### src/rtl/irc_pkg.sv
`timescale 1ns / 1ps
// ----------------------------------------------------------------------------
// irc_pkg: shared types and constants of the inode reference cache
// Field widths, command and status codes, and the layouts of one table word
// and one result item.
// ----------------------------------------------------------------------------
package irc_pkg;

   localparam int DEVICE_W = 8;
   localparam int INODE_W = 32;
   localparam int SLOT_W = 6;
   localparam int ENTRY_W = 6;
   localparam int STATUS_W = 2;
   localparam int BLOCK_W = 32;
   localparam int COUNT_W = 8;

   localparam int INODES_PER_BLOCK = 8;
   localparam int OFFSET_W = $clog2(INODES_PER_BLOCK);

   localparam int TABLE_ENTRIES_DEFAULT = 64;

   localparam logic CMD_GET = 1'b0;
   localparam logic CMD_PUT = 1'b1;

   localparam logic [STATUS_W-1:0] STATUS_OK = 2'd0;
   localparam logic [STATUS_W-1:0] STATUS_FULL = 2'd1;
   localparam logic [STATUS_W-1:0] STATUS_NULL_RELEASE = 2'd2;
   localparam logic [STATUS_W-1:0] STATUS_UNUSED_RELEASE = 2'd3;

   localparam logic [COUNT_W-1:0] COUNT_MAX = '1;

   // One table word as kept in the entry memory.
   typedef struct packed {
      logic [COUNT_W-1:0] count;
      logic dirty;
      logic [DEVICE_W-1:0] device;
      logic [INODE_W-1:0] inode;
   } entry_type;

   // One result item.
   typedef struct packed {
      logic [ENTRY_W-1:0] entry;
      logic hit;
      logic [STATUS_W-1:0] status;
      logic fetch_needed;
      logic writeback_needed;
      logic [BLOCK_W-1:0] disk_block;
      logic [OFFSET_W-1:0] block_offset;
      logic [COUNT_W-1:0] count_after;
   } rsp_type;

endpackage

### src/rtl/irc_if.sv
`timescale 1ns / 1ps
// ----------------------------------------------------------------------------
// irc_if: request and response channels of the inode reference cache
// Valid/ready channels; an item moves on a clock edge with valid and ready high.
// ----------------------------------------------------------------------------
interface irc_req_if;
   logic valid;
   logic ready;
   logic command;
   logic [irc_pkg::DEVICE_W-1:0] device;
   logic [irc_pkg::INODE_W-1:0] inode_number;
   logic [irc_pkg::SLOT_W-1:0] slot;
   logic slot_present;
   logic modified;

   modport source (
      output valid, command, device, inode_number, slot, slot_present, modified,
      input ready
   );
   modport sink (
      input valid, command, device, inode_number, slot, slot_present, modified,
      output ready
   );
endinterface

interface irc_rsp_if;
   logic valid;
   logic ready;
   logic [irc_pkg::ENTRY_W-1:0] entry;
   logic hit;
   logic [irc_pkg::STATUS_W-1:0] status;
   logic fetch_needed;
   logic writeback_needed;
   logic [irc_pkg::BLOCK_W-1:0] disk_block;
   logic [irc_pkg::OFFSET_W-1:0] block_offset;
   logic [irc_pkg::COUNT_W-1:0] count_after;

   modport source (
      output valid, entry, hit, status, fetch_needed, writeback_needed,
      disk_block, block_offset, count_after,
      input ready
   );
   modport sink (
      input valid, entry, hit, status, fetch_needed, writeback_needed,
      disk_block, block_offset, count_after,
      output ready
   );
endinterface

### src/rtl/irc_ram.sv
`timescale 1ns / 1ps
// ----------------------------------------------------------------------------
// irc_ram: generic single-write, single-read RAM
// One write port and one read port with registered read data.
// ----------------------------------------------------------------------------
module irc_ram #(
   parameter int WIDTH = 8,
   parameter int DEPTH = 64
) (
   input  logic                     clock,
   input  logic                     wr_en,
   input  logic [$clog2(DEPTH)-1:0] wr_addr,
   input  logic [WIDTH-1:0]         wr_data,
   input  logic                     rd_en,
   input  logic [$clog2(DEPTH)-1:0] rd_addr,
   output logic [WIDTH-1:0]         rd_data
);

   logic [WIDTH-1:0] mem_ff [DEPTH];
   logic [WIDTH-1:0] rd_data_ff;

   always_ff @(posedge clock) begin
      if (wr_en) begin
         mem_ff[wr_addr] <= wr_data;
      end
      if (rd_en) begin
         rd_data_ff <= mem_ff[rd_addr];
      end
   end

   assign rd_data = rd_data_ff;

endmodule

### src/rtl/inode_reference_cache.sv
`timescale 1ns / 1ps
// ----------------------------------------------------------------------------
// inode_reference_cache: reference-counted table of cached inode entries
// A get finds or claims a table entry for a device and inode number; a put
// releases one and asks for a write-back when a dirty entry becomes unused.
//
// Channels: req_port takes one command item (get or put), rsp_port returns
// exactly one result item for it. csr_write_enable/csr_write_data load the
// first block of the on-disk inode table; write it only while idle.
// Flow: a get walks the entry memory one entry per cycle through a single
// comparator, stopping at the first live match. A put reads its entry once
// if its slot is in range; a null release reads no entry. The block works on
// one item at a time and raises req_port.ready in the same cycle as it
// presents the result from the output register. A stalled receiver holds
// back only the following result.
// Reset: a clearing pass over the entry memory zeroes every reference
// count and dirty mark; no item is accepted during it. Configuration writes
// are taken during it as well.
// ----------------------------------------------------------------------------
module inode_reference_cache #(
   parameter int TABLE_ENTRIES = irc_pkg::TABLE_ENTRIES_DEFAULT
) (
   input  logic                         clock,
   input  logic                         reset,
   irc_req_if.sink                      req_port,
   irc_rsp_if.source                    rsp_port,
   input  logic                         csr_write_enable,
   input  logic [irc_pkg::BLOCK_W-1:0]  csr_write_data
);

   localparam int IDX_W = $clog2(TABLE_ENTRIES);
   localparam int CNT_W = IDX_W + 1;
   localparam int WORD_W = $bits(irc_pkg::entry_type);

   localparam logic [IDX_W-1:0] LAST_IDX = IDX_W'(TABLE_ENTRIES - 1);
   localparam logic [CNT_W-1:0] SCAN_END = CNT_W'(TABLE_ENTRIES);

   localparam logic [2:0] ST_CLEAR = 3'd0;
   localparam logic [2:0] ST_IDLE = 3'd1;
   localparam logic [2:0] ST_SCAN = 3'd2;
   localparam logic [2:0] ST_PUT_READ = 3'd3;
   localparam logic [2:0] ST_PUT_LATCH = 3'd4;
   localparam logic [2:0] ST_COMMIT = 3'd5;
   localparam logic [2:0] ST_DONE = 3'd6;

   localparam logic [1:0] OP_HIT = 2'd0;
   localparam logic [1:0] OP_ALLOC = 2'd1;
   localparam logic [1:0] OP_PUT = 2'd2;

   function automatic logic [irc_pkg::ENTRY_W-1:0] entry_of(input logic [IDX_W-1:0] idx);
      logic [31:0] wide;
      wide = 32'(idx);
      return wide[irc_pkg::ENTRY_W-1:0];
   endfunction

   logic [2:0]                          state_ff, state_in;
   logic [IDX_W-1:0]                    clr_ff, clr_in;
   logic [CNT_W-1:0]                    scan_ff, scan_in;
   logic                                chk_valid_ff, chk_valid_in;
   logic [IDX_W-1:0]                    chk_idx_ff, chk_idx_in;
   logic                                free_found_ff, free_found_in;
   logic [IDX_W-1:0]                    free_idx_ff, free_idx_in;
   logic [IDX_W-1:0]                    tgt_ff, tgt_in;
   logic [1:0]                          op_ff, op_in;
   irc_pkg::entry_type                  word_ff, word_in;
   logic [irc_pkg::DEVICE_W-1:0]        dev_ff, dev_in;
   logic [irc_pkg::INODE_W-1:0]         ino_ff, ino_in;
   logic [irc_pkg::INODE_W-1:0]         k_ff, k_in;
   logic [irc_pkg::SLOT_W-1:0]          slot_ff, slot_in;
   logic                                modified_ff, modified_in;
   irc_pkg::rsp_type                    res_ff, res_in;
   irc_pkg::rsp_type                    rsp_ff, rsp_in;
   logic                                rsp_valid_ff, rsp_valid_in;
   logic [irc_pkg::BLOCK_W-1:0]         start_ff, start_in;

   logic                                ram_wr_en;
   logic [IDX_W-1:0]                    ram_wr_addr;
   irc_pkg::entry_type                  ram_wr_word;
   logic                                ram_rd_en;
   logic [IDX_W-1:0]                    ram_rd_addr;
   logic [WORD_W-1:0]                   ram_rd_data;
   irc_pkg::entry_type                  rd_word;

   logic                                accept;
   logic                                rsp_free;
   logic                                match;
   logic                                slot_in_range;
   logic [IDX_W-1:0]                    slot_idx;
   logic [irc_pkg::BLOCK_W-1:0]         block_sum;
   logic [irc_pkg::COUNT_W-1:0]         count_dec;
   logic                                dirty_new;

   irc_ram #(
      .WIDTH (WORD_W),
      .DEPTH (TABLE_ENTRIES)
   ) u_entry_ram (
      .clock   (clock),
      .wr_en   (ram_wr_en),
      .wr_addr (ram_wr_addr),
      .wr_data (ram_wr_word),
      .rd_en   (ram_rd_en),
      .rd_addr (ram_rd_addr),
      .rd_data (ram_rd_data)
   );

   assign rd_word = irc_pkg::entry_type'(ram_rd_data);

   assign accept = req_port.valid && req_port.ready;
   assign rsp_free = !rsp_valid_ff || rsp_port.ready;

   // The one comparator that every scan step reuses.
   assign match = (rd_word.count != '0) && (rd_word.device == dev_ff) &&
                  (rd_word.inode == ino_ff);

   assign slot_in_range = 32'(slot_ff) < TABLE_ENTRIES;
   assign slot_idx = IDX_W'(slot_ff);
   assign block_sum = (k_ff >> irc_pkg::OFFSET_W) + start_ff;
   assign count_dec = word_ff.count - 8'd1;
   assign dirty_new = word_ff.dirty | modified_ff;

   always_comb begin
      state_in = state_ff;
      clr_in = clr_ff;
      scan_in = scan_ff;
      chk_valid_in = 1'b0;
      chk_idx_in = chk_idx_ff;
      free_found_in = free_found_ff;
      free_idx_in = free_idx_ff;
      tgt_in = tgt_ff;
      op_in = op_ff;
      word_in = word_ff;
      dev_in = dev_ff;
      ino_in = ino_ff;
      k_in = k_ff;
      slot_in = slot_ff;
      modified_in = modified_ff;
      res_in = res_ff;
      rsp_in = rsp_ff;
      rsp_valid_in = rsp_valid_ff;
      start_in = start_ff;

      ram_wr_en = 1'b0;
      ram_wr_addr = tgt_ff;
      ram_wr_word = '0;
      ram_rd_en = 1'b0;
      ram_rd_addr = scan_ff[IDX_W-1:0];

      if (csr_write_enable) begin
         start_in = csr_write_data;
      end

      if (rsp_valid_ff && rsp_port.ready) begin
         rsp_valid_in = 1'b0;
      end

      unique case (state_ff)
         ST_CLEAR: begin
            ram_wr_en = 1'b1;
            ram_wr_addr = clr_ff;
            clr_in = clr_ff + 1'b1;
            if (clr_ff == LAST_IDX) begin
               state_in = ST_IDLE;
            end
         end

         ST_IDLE: begin
            if (accept) begin
               dev_in = req_port.device;
               ino_in = req_port.inode_number;
               k_in = req_port.inode_number - 32'd1;
               slot_in = req_port.slot;
               modified_in = req_port.modified;
               res_in = '0;
               scan_in = '0;
               free_found_in = 1'b0;
               if (req_port.command == irc_pkg::CMD_GET) begin
                  state_in = ST_SCAN;
               end else if (!req_port.slot_present) begin
                  res_in.status = irc_pkg::STATUS_NULL_RELEASE;
                  state_in = ST_DONE;
               end else begin
                  state_in = ST_PUT_READ;
               end
            end
         end

         ST_SCAN: begin
            // Read entry scan_ff while checking the entry read the cycle before.
            if (scan_ff < SCAN_END) begin
               ram_rd_en = 1'b1;
               chk_valid_in = 1'b1;
               chk_idx_in = scan_ff[IDX_W-1:0];
               scan_in = scan_ff + 1'b1;
            end
            if (chk_valid_ff) begin
               if (match) begin
                  word_in = rd_word;
                  tgt_in = chk_idx_ff;
                  op_in = OP_HIT;
                  chk_valid_in = 1'b0;
                  state_in = ST_COMMIT;
               end else begin
                  if (!free_found_ff && rd_word.count == '0) begin
                     free_found_in = 1'b1;
                     free_idx_in = chk_idx_ff;
                  end
                  if (chk_idx_ff == LAST_IDX) begin
                     chk_valid_in = 1'b0;
                     if (free_found_ff) begin
                        tgt_in = free_idx_ff;
                        op_in = OP_ALLOC;
                        state_in = ST_COMMIT;
                     end else if (rd_word.count == '0) begin
                        tgt_in = chk_idx_ff;
                        op_in = OP_ALLOC;
                        state_in = ST_COMMIT;
                     end else begin
                        res_in.status = irc_pkg::STATUS_FULL;
                        state_in = ST_DONE;
                     end
                  end
               end
            end
         end

         ST_PUT_READ: begin
            res_in.entry = slot_ff;
            if (slot_in_range) begin
               ram_rd_en = 1'b1;
               ram_rd_addr = slot_idx;
               state_in = ST_PUT_LATCH;
            end else begin
               res_in.status = irc_pkg::STATUS_UNUSED_RELEASE;
               state_in = ST_DONE;
            end
         end

         ST_PUT_LATCH: begin
            word_in = rd_word;
            k_in = rd_word.inode - 32'd1;
            tgt_in = slot_idx;
            op_in = OP_PUT;
            state_in = ST_COMMIT;
         end

         ST_COMMIT: begin
            state_in = ST_DONE;
            case (op_ff)
               OP_HIT: begin
                  ram_wr_en = 1'b1;
                  ram_wr_word = word_ff;
                  if (word_ff.count != irc_pkg::COUNT_MAX) begin
                     ram_wr_word.count = word_ff.count + 8'd1;
                  end
                  res_in.entry = entry_of(tgt_ff);
                  res_in.hit = 1'b1;
                  res_in.count_after = ram_wr_word.count;
               end
               OP_ALLOC: begin
                  ram_wr_en = 1'b1;
                  ram_wr_word.count = 8'd1;
                  ram_wr_word.dirty = 1'b0;
                  ram_wr_word.device = dev_ff;
                  ram_wr_word.inode = ino_ff;
                  res_in.entry = entry_of(tgt_ff);
                  res_in.fetch_needed = 1'b1;
                  res_in.disk_block = block_sum;
                  res_in.block_offset = k_ff[irc_pkg::OFFSET_W-1:0];
                  res_in.count_after = 8'd1;
               end
               default: begin
                  if (word_ff.count == '0) begin
                     res_in.status = irc_pkg::STATUS_UNUSED_RELEASE;
                  end else begin
                     ram_wr_en = 1'b1;
                     ram_wr_word = word_ff;
                     ram_wr_word.count = count_dec;
                     ram_wr_word.dirty = dirty_new;
                     res_in.count_after = count_dec;
                     if (count_dec == '0 && dirty_new) begin
                        res_in.writeback_needed = 1'b1;
                        res_in.disk_block = block_sum;
                        res_in.block_offset = k_ff[irc_pkg::OFFSET_W-1:0];
                     end
                  end
               end
            endcase
         end

         ST_DONE: begin
            if (rsp_free) begin
               rsp_in = res_ff;
               rsp_valid_in = 1'b1;
               state_in = ST_IDLE;
            end
         end

         default: begin
            state_in = ST_IDLE;
         end
      endcase
   end

   always_ff @(posedge clock) begin
      if (reset) begin
         state_ff <= ST_CLEAR;
         clr_ff <= '0;
         chk_valid_ff <= 1'b0;
         rsp_valid_ff <= 1'b0;
         start_ff <= '0;
      end else begin
         state_ff <= state_in;
         clr_ff <= clr_in;
         chk_valid_ff <= chk_valid_in;
         rsp_valid_ff <= rsp_valid_in;
         start_ff <= start_in;
      end
   end

   always_ff @(posedge clock) begin
      scan_ff <= scan_in;
      chk_idx_ff <= chk_idx_in;
      free_found_ff <= free_found_in;
      free_idx_ff <= free_idx_in;
      tgt_ff <= tgt_in;
      op_ff <= op_in;
      word_ff <= word_in;
      dev_ff <= dev_in;
      ino_ff <= ino_in;
      k_ff <= k_in;
      slot_ff <= slot_in;
      modified_ff <= modified_in;
      res_ff <= res_in;
      rsp_ff <= rsp_in;
   end

   assign req_port.ready = (state_ff == ST_IDLE);

   assign rsp_port.valid = rsp_valid_ff;
   assign rsp_port.entry = rsp_ff.entry;
   assign rsp_port.hit = rsp_ff.hit;
   assign rsp_port.status = rsp_ff.status;
   assign rsp_port.fetch_needed = rsp_ff.fetch_needed;
   assign rsp_port.writeback_needed = rsp_ff.writeback_needed;
   assign rsp_port.disk_block = rsp_ff.disk_block;
   assign rsp_port.block_offset = rsp_ff.block_offset;
   assign rsp_port.count_after = rsp_ff.count_after;

   // No result can appear before the clearing pass has finished.
   assert property (@(posedge clock) disable iff (reset)
      (state_ff == ST_CLEAR) |-> !rsp_valid_ff)
      else $error("result item presented during the clearing pass");

   // An accepted item keeps the block busy for at least the following cycle.
   assert property (@(posedge clock) disable iff (reset)
      accept |=> !req_port.ready)
      else $error("request taken twice in consecutive cycles");

   assert property (@(posedge clock) disable iff (reset)
      (rsp_port.valid && rsp_port.hit) |->
         (rsp_port.count_after != '0 && rsp_port.status == irc_pkg::STATUS_OK &&
          !rsp_port.fetch_needed && !rsp_port.writeback_needed))
      else $error("hit result with inconsistent fields");

   assert property (@(posedge clock) disable iff (reset)
      rsp_port.valid |-> !(rsp_port.fetch_needed && rsp_port.writeback_needed))
      else $error("fetch and write-back requested together");

   assert property (@(posedge clock) disable iff (reset)
      (rsp_port.valid && rsp_port.status != irc_pkg::STATUS_OK) |->
         (!rsp_port.fetch_needed && !rsp_port.writeback_needed &&
          rsp_port.count_after == '0))
      else $error("error result requests a disk transfer or holds a count");

endmodule
### src/flat_wrapper.sv
// flat-port wrapper written by rule: the top's interface ports become plain ports
module inode_reference_cache_flat 
#(
   parameter int TABLE_ENTRIES = irc_pkg::TABLE_ENTRIES_DEFAULT
)
  (clock, reset, csr_write_enable, csr_write_data, req_port_valid, req_port_command, req_port_device, req_port_inode_number, req_port_slot, req_port_slot_present, req_port_modified, req_port_ready, rsp_port_valid, rsp_port_entry, rsp_port_hit, rsp_port_status, rsp_port_fetch_needed, rsp_port_writeback_needed, rsp_port_disk_block, rsp_port_block_offset, rsp_port_count_after, rsp_port_ready);
  irc_req_if req_port_i ();
  irc_rsp_if rsp_port_i ();
  input  logic clock;
  input  logic reset;
  input  logic csr_write_enable;
  input  logic [irc_pkg::BLOCK_W-1:0] csr_write_data;
  input wire logic [$bits(req_port_i.valid)-1:0] req_port_valid;
  input wire logic [$bits(req_port_i.command)-1:0] req_port_command;
  input wire logic [$bits(req_port_i.device)-1:0] req_port_device;
  input wire logic [$bits(req_port_i.inode_number)-1:0] req_port_inode_number;
  input wire logic [$bits(req_port_i.slot)-1:0] req_port_slot;
  input wire logic [$bits(req_port_i.slot_present)-1:0] req_port_slot_present;
  input wire logic [$bits(req_port_i.modified)-1:0] req_port_modified;
  output wire logic [$bits(req_port_i.ready)-1:0] req_port_ready;
  output wire logic [$bits(rsp_port_i.valid)-1:0] rsp_port_valid;
  output wire logic [$bits(rsp_port_i.entry)-1:0] rsp_port_entry;
  output wire logic [$bits(rsp_port_i.hit)-1:0] rsp_port_hit;
  output wire logic [$bits(rsp_port_i.status)-1:0] rsp_port_status;
  output wire logic [$bits(rsp_port_i.fetch_needed)-1:0] rsp_port_fetch_needed;
  output wire logic [$bits(rsp_port_i.writeback_needed)-1:0] rsp_port_writeback_needed;
  output wire logic [$bits(rsp_port_i.disk_block)-1:0] rsp_port_disk_block;
  output wire logic [$bits(rsp_port_i.block_offset)-1:0] rsp_port_block_offset;
  output wire logic [$bits(rsp_port_i.count_after)-1:0] rsp_port_count_after;
  input wire logic [$bits(rsp_port_i.ready)-1:0] rsp_port_ready;
  assign req_port_i.valid = req_port_valid;
  assign req_port_i.command = req_port_command;
  assign req_port_i.device = req_port_device;
  assign req_port_i.inode_number = req_port_inode_number;
  assign req_port_i.slot = req_port_slot;
  assign req_port_i.slot_present = req_port_slot_present;
  assign req_port_i.modified = req_port_modified;
  assign req_port_ready = req_port_i.ready;
  assign rsp_port_valid = rsp_port_i.valid;
  assign rsp_port_entry = rsp_port_i.entry;
  assign rsp_port_hit = rsp_port_i.hit;
  assign rsp_port_status = rsp_port_i.status;
  assign rsp_port_fetch_needed = rsp_port_i.fetch_needed;
  assign rsp_port_writeback_needed = rsp_port_i.writeback_needed;
  assign rsp_port_disk_block = rsp_port_i.disk_block;
  assign rsp_port_block_offset = rsp_port_i.block_offset;
  assign rsp_port_count_after = rsp_port_i.count_after;
  assign rsp_port_i.ready = rsp_port_ready;
  inode_reference_cache #(.TABLE_ENTRIES(TABLE_ENTRIES)) u_core (.clock(clock), .reset(reset), .req_port(req_port_i), .rsp_port(rsp_port_i), .csr_write_enable(csr_write_enable), .csr_write_data(csr_write_data));
endmodule
### config.mk
export PLATFORM = sky130hd
export DESIGN_NAME = inode_reference_cache_flat
export DESIGN_NICKNAME = d
export VERILOG_FILES = /design/src/rtl/irc_pkg.sv /design/src/rtl/irc_if.sv /design/src/rtl/irc_ram.sv /design/src/rtl/inode_reference_cache.sv /design/src/flat_wrapper.sv
export SDC_FILE = /design/constraint.sdc
export NUM_CORES = 2
export LEC_CHECK = 0
export BUFFER_PORTS_ARGS = -buffer_cell sky130_fd_sc_hd__buf_2
export CAP_MARGIN = 40
export CELL_PAD_IN_SITES_DETAIL_PLACEMENT = 1
export CELL_PAD_IN_SITES_GLOBAL_PLACEMENT = 1
export CORE_UTILIZATION = 45
export DETAILED_ROUTE_END_ITERATION = 10
export MAX_ROUTING_LAYER = met4
export PLACE_DENSITY = 0.77
export SLEW_MARGIN = 40
export SYNTH_ARGS = -nofsm -noshare
export SYNTH_HDL_FRONTEND = slang
export SYNTH_HIERARCHICAL = 1
export SYNTH_SLANG_ARGS = --single-unit
### constraint.sdc
create_clock -name clock -period 9.4 [get_ports clock]
set_input_delay 0.47 -clock clock [delete_from_list [all_inputs] [get_ports clock]]
set_output_delay 0.47 -clock clock [all_outputs]
set_load 0.01 [all_outputs]
# After elaboration in Yosys (flattened, before gate mapping)

Memory sizes are Yosys's and may differ from the RTL's. A register that Yosys moved wholly into a read port is not among the register bits.
Index checks and enable logic that the tools add are counted.

Register bits after elaboration: 307
Memory bits (writable): 3136
Memories: 1

Memory list:

| memory                    | words | width | rd ports | clocked after memory_dff | wr ports | line          | text |
|---|---|---|---|---|---|---|---|
| u_core.u_entry_ram.mem_ff | 64    | 49    | 1        | 1                        | 1        | irc_ram.sv:19 | `logic [WIDTH-1:0] mem_ff [DEPTH];` |

Add/sub/neg operators: 7
Order comparisons: 1
Equality and inequality tests: 36
Mux-type cells: 77
Bitwise gates (word level): 3
Reductions and logical operators: 40

Operators with widths:

| cell                                                                    | number |
|---|---|
| 49-bit 2-to-1 mux                                                       | 4 |
| 49-bit one-hot mux with 2 select lines                                  | 2 |
| 45-bit one-hot mux with 2 select lines                                  | 1 |
| 35-bit one-hot mux with 2 select lines                                  | 1 |
| 32-bit one-hot mux with 2 select lines                                  | 1 |
| 32-bit by 1-bit subtractor with 32-bit output, second input constant    | 2 |
| 54-bit 2-to-1 mux                                                       | 1 |
| 6-bit 2-to-1 mux                                                        | 8 |
| 44-bit 2-to-1 mux                                                       | 1 |
| 36-bit 2-to-1 mux                                                       | 1 |
| 29-bit by 32-bit adder with 32-bit output                               | 1 |
| 32-bit equality test                                                    | 1 |
| 2-bit 2-to-1 mux                                                        | 16 |
| 32-bit 2-to-1 mux                                                       | 1 |
| 8-bit zero test                                                         | 3 |
| 3-bit 2-to-1 mux                                                        | 8 |
| 3-bit one-hot mux with 7 select lines                                   | 1 |
| 2-bit inequality test, second input constant                            | 10 |
| 5-bit AND reduction                                                     | 4 |
| 1-bit 2-to-1 mux                                                        | 18 |
| 2-bit by 1-bit inequality test with 1-bit output, second input constant | 9 |
| 6-bit one-hot mux with 3 select lines                                   | 1 |
| 3-bit AND reduction                                                     | 6 |
| 8-bit one-hot mux with 2 select lines                                   | 1 |
| 38 further kinds                                                        | 62 |

# Logic depth before layout (Yosys ltp)

Depth in word-level cells: 7
Mapped depth: 13

# By module

Netlist, hierarchy kept.

Modules (own cells, without submodules):

| module                | times used | cells each | area each (µm²) | sequential area each (µm²) |
|---|---|---|---|---|
| irc_ram               | 1          | 5311       | 120797.1        | 95641.7 |
| inode_reference_cache | 1          | 1293       | 14899.3         | 8788.4 |

# Least setup slack after synthesis

Ideal clock, no wire load.

Path kind: reg-to-reg
From: register u_core.state_ff[1]
To: memory u_core/u_entry_ram/mem_ff[10][0] in the netlist's numbering, enable pin
Arrival: 4700 ps
Data required time: 8944 ps
Slack: 4244 ps
Stages on the path, launching flop included: 10
Buffers on the path: 4
Clock period less this slack: 5156 ps
Cell sequence: dfxtp_1 > clkbuf_1 > nor3_1 > clkbuf_1 > mux2_2 > clkbuf_1 > or3b_2 > or2_2 > clkbuf_1 > nor2_1

Elaborated cells between the ends (all ways): 6
Those cells by class: 1 x eq/ne; 4 x mux; 1 x reduce/logical

RTL lines:

| item                      | line                         | text |
|---|---|---|
| start, declared           | inode_reference_cache.sv:56  | `logic [2:0] state_ff, state_in;` |
| start signal, assigned    | inode_reference_cache.sv:312 | `state_ff <= state_in;` |
| 3-bit zero test           | inode_reference_cache.sv:156 | `unique case (state_ff)` |
| 6-bit 2-to-1 mux          | inode_reference_cache.sv:156 |  |
| net u_core.ram_wr_addr[2] | inode_reference_cache.sv:77  | `logic [IDX_W-1:0] ram_wr_addr;` |
| end, declared             | irc_ram.sv:19                |  |

The timed path passes the listed nets, and every way through them passes these cells.

# Worst setup path after layout

From: register u_core.state_ff[0]
To: memory u_core/u_entry_ram/mem_ff[23][6] in the netlist's numbering, enable pin

Cells in the longest elaborated chain, start to end: 4
Elaborated cells between the ends (all ways): 6
Those cells by class: 1 x eq/ne; 4 x mux; 1 x reduce/logical

Ends and longest elaborated chain:

| item                                                          | line                         | text |
|---|---|---|
| 3-bit equality test / 3-bit zero test (equally long branches) | inode_reference_cache.sv:156 |  |
| 1-bit one-hot mux with 2 select lines (*)                     | inode_reference_cache.sv:156 |  |
| net u_core.ram_wr_en                                          | inode_reference_cache.sv:76  | `logic ram_wr_en;` |
| 1-bit 2-to-1 mux (*)                                          | irc_ram.sv:23                | `if (wr_en) begin` |
| 1-bit 2-to-1 mux (implied by the code) (*)                    | irc_ram.sv:24                | `mem_ff[wr_addr] <= wr_data;` |

Mark *: on every way through the listed nets, which the timed path passes. The rest lies on a longest branch.

==> impl_metrics.csv <==
group,metric,value,unit
routing,routed_via_density,6.56,
floorplanning,die_area,304000,µm²
clocking,path_clk_slew,0.07,ns
clocking,clockBufferDepth,4,
synth,synth_warnings,6,
routing,drt_iter0_markers,11100,
routing,ant_nets,0,
cells_and_area,drive_gt1_frac,0.240,
floorplanning,coreArea,300000,µm²
sta,drv_slew,0,
critical_path,path_common_cell,"buf_4",
placed_design,place_congestion,0.894,
cells_and_area,area_growth,14.0,%
placed_design,postPlaceCellArea,143000,µm²
synth,synth_nets,6726,
routing,drt-pass1-iter-count,5,
synth,synth_ff_type,"edfxtp_1",
clocking,clock_sinks,3492,
sta,post-route-min-period,5.84,ns
synth,synth_seq_cells,3492,
critical_path,slowest_stage,"buf_4",
floorplanning,fp.dieW,551,µm
routing,drc_errors,0,
floorplanning,io_pins,142,
routing,wl,423,mm
critical_path,critical_path_class,"flop to flop",
floorplanning,num_rows,201,
hold_path,hp-class,"primary input to flop",
critical_path,critPathMaxFanout,49,
cells_and_area,fillers,26600,
global_route,grt_max_degree,107,
sta,fin_crit_sh,0.621,
placed_design,port_buffers,141,
synth,synth_cell_type_count,80,
cells_and_area,layout.nets,7165,
power,finalPower,39500,µW
critical_path,cp.required,9.90,ns
clocking,cts_tree,"yes",
synth,netlist_area,136000,µm²
cells_and_area,fin_util,0.516,
sta,max_freq,0.171,GHz
routing,wire_per_inst,37.5,µm
cells_and_area,stdcell_area,155000,µm²
synth,synth_edf_count,3449,
sta,hold_ws,0.0130,ns
sta,rsz0062_at_grt,"no",
power,powerDensity,256,nW/µm²
clocking,post_cts_buffers,0,
critical_path,critPathLaunchType,"flop",
run,drv_cap,0,
floorplanning,fp.dieH,551,µm
clocking,cts_root_buf,"clkbuf_16",
floorplanning,initial_utilization,0.453,
placed_design,dpl.hpwl,236,mm
global_route,track_usage,0.285,
critical_path,cp_cell_sequence,"inv_1, nor2_1, nand2_2, buf_4, inv_2, nand2_4, nand2b_1, nand4_1, nor2_4, buf_4",
clocking,clk_latency,0.91,ns
synth,yosysSeqAreaShare,0.770,
sta,tightest_slew,1.13,ns
sta,setup_viol,0,
sta,hold_viol,0,
global_route,grt_pass1_wl,585,mm
power,vdd_drop_max,0.000294,V
clocking,htree_num_levels,5,
synth,syn_inst,6604,
critical_path,path_delay_family,"simple AND/OR/NAND/NOR gates",
routing,num_vias,74100,
power,power.leakage,0.0428,µW
synth,avgSynthCellArea,20.5,µm²
clocking,cts_made_buffers,337,
status,outcome,"finished, final reports clean",
critical_path,arrival,6.34,ns
sta,setup_tns,0,ns
sta,relSlewSlack,0.247,
global_route,gr-total-overflow,0,
critical_path,cpPeakStageDelay,0.86,ns
synth,synth-async-reset-ratio,0,
global_route,grt_pass1_vias,76200,
critical_path,crit_buf_inv,4,
critical_path,cp-end-kind,"flop",
global_route,antenna_found_initial,16,
sta,skew,0.0494,ns
[synthesized netlist by cell type (8+ instances only)]
master    number  area (µm²)
o221ai_1      77         674
nand3_1      114         571
nor4_1        12        75.1
clkbuf_1     151         567
buf_1         23        86.3
buf_2        110         551
o211ai_1      14         105
o21a_1        13        97.6
nand2_1      273        1020
nor2_1       203         762
mux4_2       707       15900
a211oi_1      57         428
inv_1         32         120
edfxtp_1    3449      104000
xor2_1        56         490
a221oi_1       8        70.1
nor3_1        55         275
or2_2          9        56.3
dfxtp_1       43         861
a31oi_1       20         125
buf_6         34         383
a22oi_1      122         916
xnor2_1       47         412
and2_1        27         169
mux2_2        15         169
a311oi_1       8        70.1
or3_1         16         100
o21ai_0       58         290
o22ai_1       82         513
mux2i_1      250        2500
nand4_1      104         651
and3_1        51         319
a21oi_1       92         460
buf_4         53         398
nand2b_1      15        93.8
a21o_1        14         105
nor2b_1       47         294
ha_1          35         438
[report_power, final]
group | total [µW] | internal [µW] | switching (µW)
clock | 13400 | 7410 | 5990
sequential | 19000 | 18500 | 533
combinational | 7140 | 2220 | 4920
[registers in the layout, summed over array words and instances (netlist names), 2 cells and up]
register                      count
u_core/rsp_port.disk_block       32
u_core/dev_ff                     8
u_core/ino_ff                    32
u_core/chk_idx_ff                 6
u_core/slot_ff                    6
u_core/scan_ff                    7
u_core/rsp_port.block_offset      3
u_core/state_ff                   3
u_core/k_ff                      32
u_core/rsp_port.status            2
u_core/start_ff                  32
u_core/tgt_ff                     6
u_core/u_entry_ram/mem_ff      3136
u_core/res_ff                    54
u_core/word_ff                   49
u_core/free_idx_ff                6
u_core/clr_ff                     6
u_core/op_ff                      2
u_core/u_entry_ram/rd_data       49
u_core/rsp_port.count_after       8
u_core/rsp_port.entry             6
[layout by cell type, fill, tap and decap left out, drive strengths merged, types with 48 or more instances in the layout]
| cell type | Yosys | layout |
|---|---|---|
| buf | 222 | 392 |
| clkbuf | 151 | 404 |
| and3 | 51 | 51 |
| xor2 | 56 | 56 |
| nand3 | 115 | 115 |
| a211oi | 57 | 57 |
| o22ai | 82 | 82 |
| mux2i | 253 | 253 |
| a21oi | 92 | 92 |
| nor3 | 56 | 56 |
| o21ai | 64 | 64 |
| nand2 | 273 | 273 |
| mux4 | 707 | 707 |
| nor2 | 203 | 203 |
| clkinv | 1 | 150 |
| o221ai | 78 | 78 |
| edfxtp | 3449 | 3449 |
| dlygate4sd3 | 0 | 80 |
| nand4 | 104 | 104 |
| nor2b | 48 | 48 |
| a22oi | 122 | 122 |
[worst paths after layout]
kind	from	to	slack [ns]	depth (start not counted)
min	reset	u_core/start_ff[15]	0.01	2
max reg2reg	u_core/state_ff[0]	u_core/u_entry_ram/mem_ff[23][6]	3.56	10
min reg2reg	u_core/res_ff[14]	u_core/rsp_port.disk_block[3]	0.42	0
max	u_core/state_ff[0]	u_core/u_entry_ram/mem_ff[23][6]	3.56	10
[what timing repair did]
action,CTS,global route
hold buffers,80,0
gates resized for setup,0,0
endpoints found under the hold margin,85,0
[cell families (layout without fill, tap and decap cells)]
| family | count (synthesis) | after routing | synth area share |
|---|---|---|---|
| adder cells (fa/ha/maj) | 36 | 36 | 0.00337 |
| buffers and inverters | 407 | 1116 | 0.0158 |
| AND/OR/NAND/NOR | 963 | 963 | 0.0348 |
| flip-flops | 3492 | 3492 | 0.770 |
| XOR/XNOR | 103 | 103 | 0.00665 |
| multiplexers | 975 | 975 | 0.137 |
| AO/OA/AOI/OAI | 628 | 628 | 0.0324 |
| other | 0 | 18 | 0 |
[final cells by class]
| type | instances | area (µm²) | share of cell area |
|---|---|---|---|
| antenna | 18 | 45.0 | 0.000291 |
| clock buffer | 403 | 8750 | 0.0566 |
| clock inverter | 206 | 1870 | 0.0121 |
| inverter | 34 | 130 | 0.000841 |
| multi-input combinational | 2705 | 30400 | 0.196 |
| sequential | 3492 | 104000 | 0.675 |
| tap | 3958 | 4950 | 0.0320 |
| timing repair buffer | 473 | 4190 | 0.0271 |
[routing by layer]
| layer | track usage | wire length [µm] | vias up | share of wire |
|---|---|---|---|---|
| met4 | 0.137 | 22900 | 0 | 0.054 |
| met5 | - | 0 | - | 0 |
| met2 | 0.446 | 201000 | 5693 | 0.47 |
| met3 | 0.0750 | 53100 | 1196 | 0.13 |
| li1 | - | - | 28300 | - |
| met1 | 0.345 | 147000 | 38900 | 0.35 |
[through the flow]
stage / setup WS, ns / instances
4_1_cts: 3.57 / 11300
5_1_grt: 3.53 / 11300
3_5_place_dp: 3.62 / 10600
2_1_floorplan: 4.24 / 6604
6_report: 3.56 / 11300
3_3_place_gp: 3.50 / 10500
[worst register-to-register path, stage by stage, from the launching register on]
cell,delay (ns)
dfxtp_1,0.60
inv_1,0.21
nor2_1,0.25
nand2_2,0.08
buf_4,0.34
inv_2,0.53
nand2_4,0.44
nand2b_1,0.57
nand4_1,0.68
nor2_4,0.82
buf_4,0.86
Power figures use the tool's default switching activity.
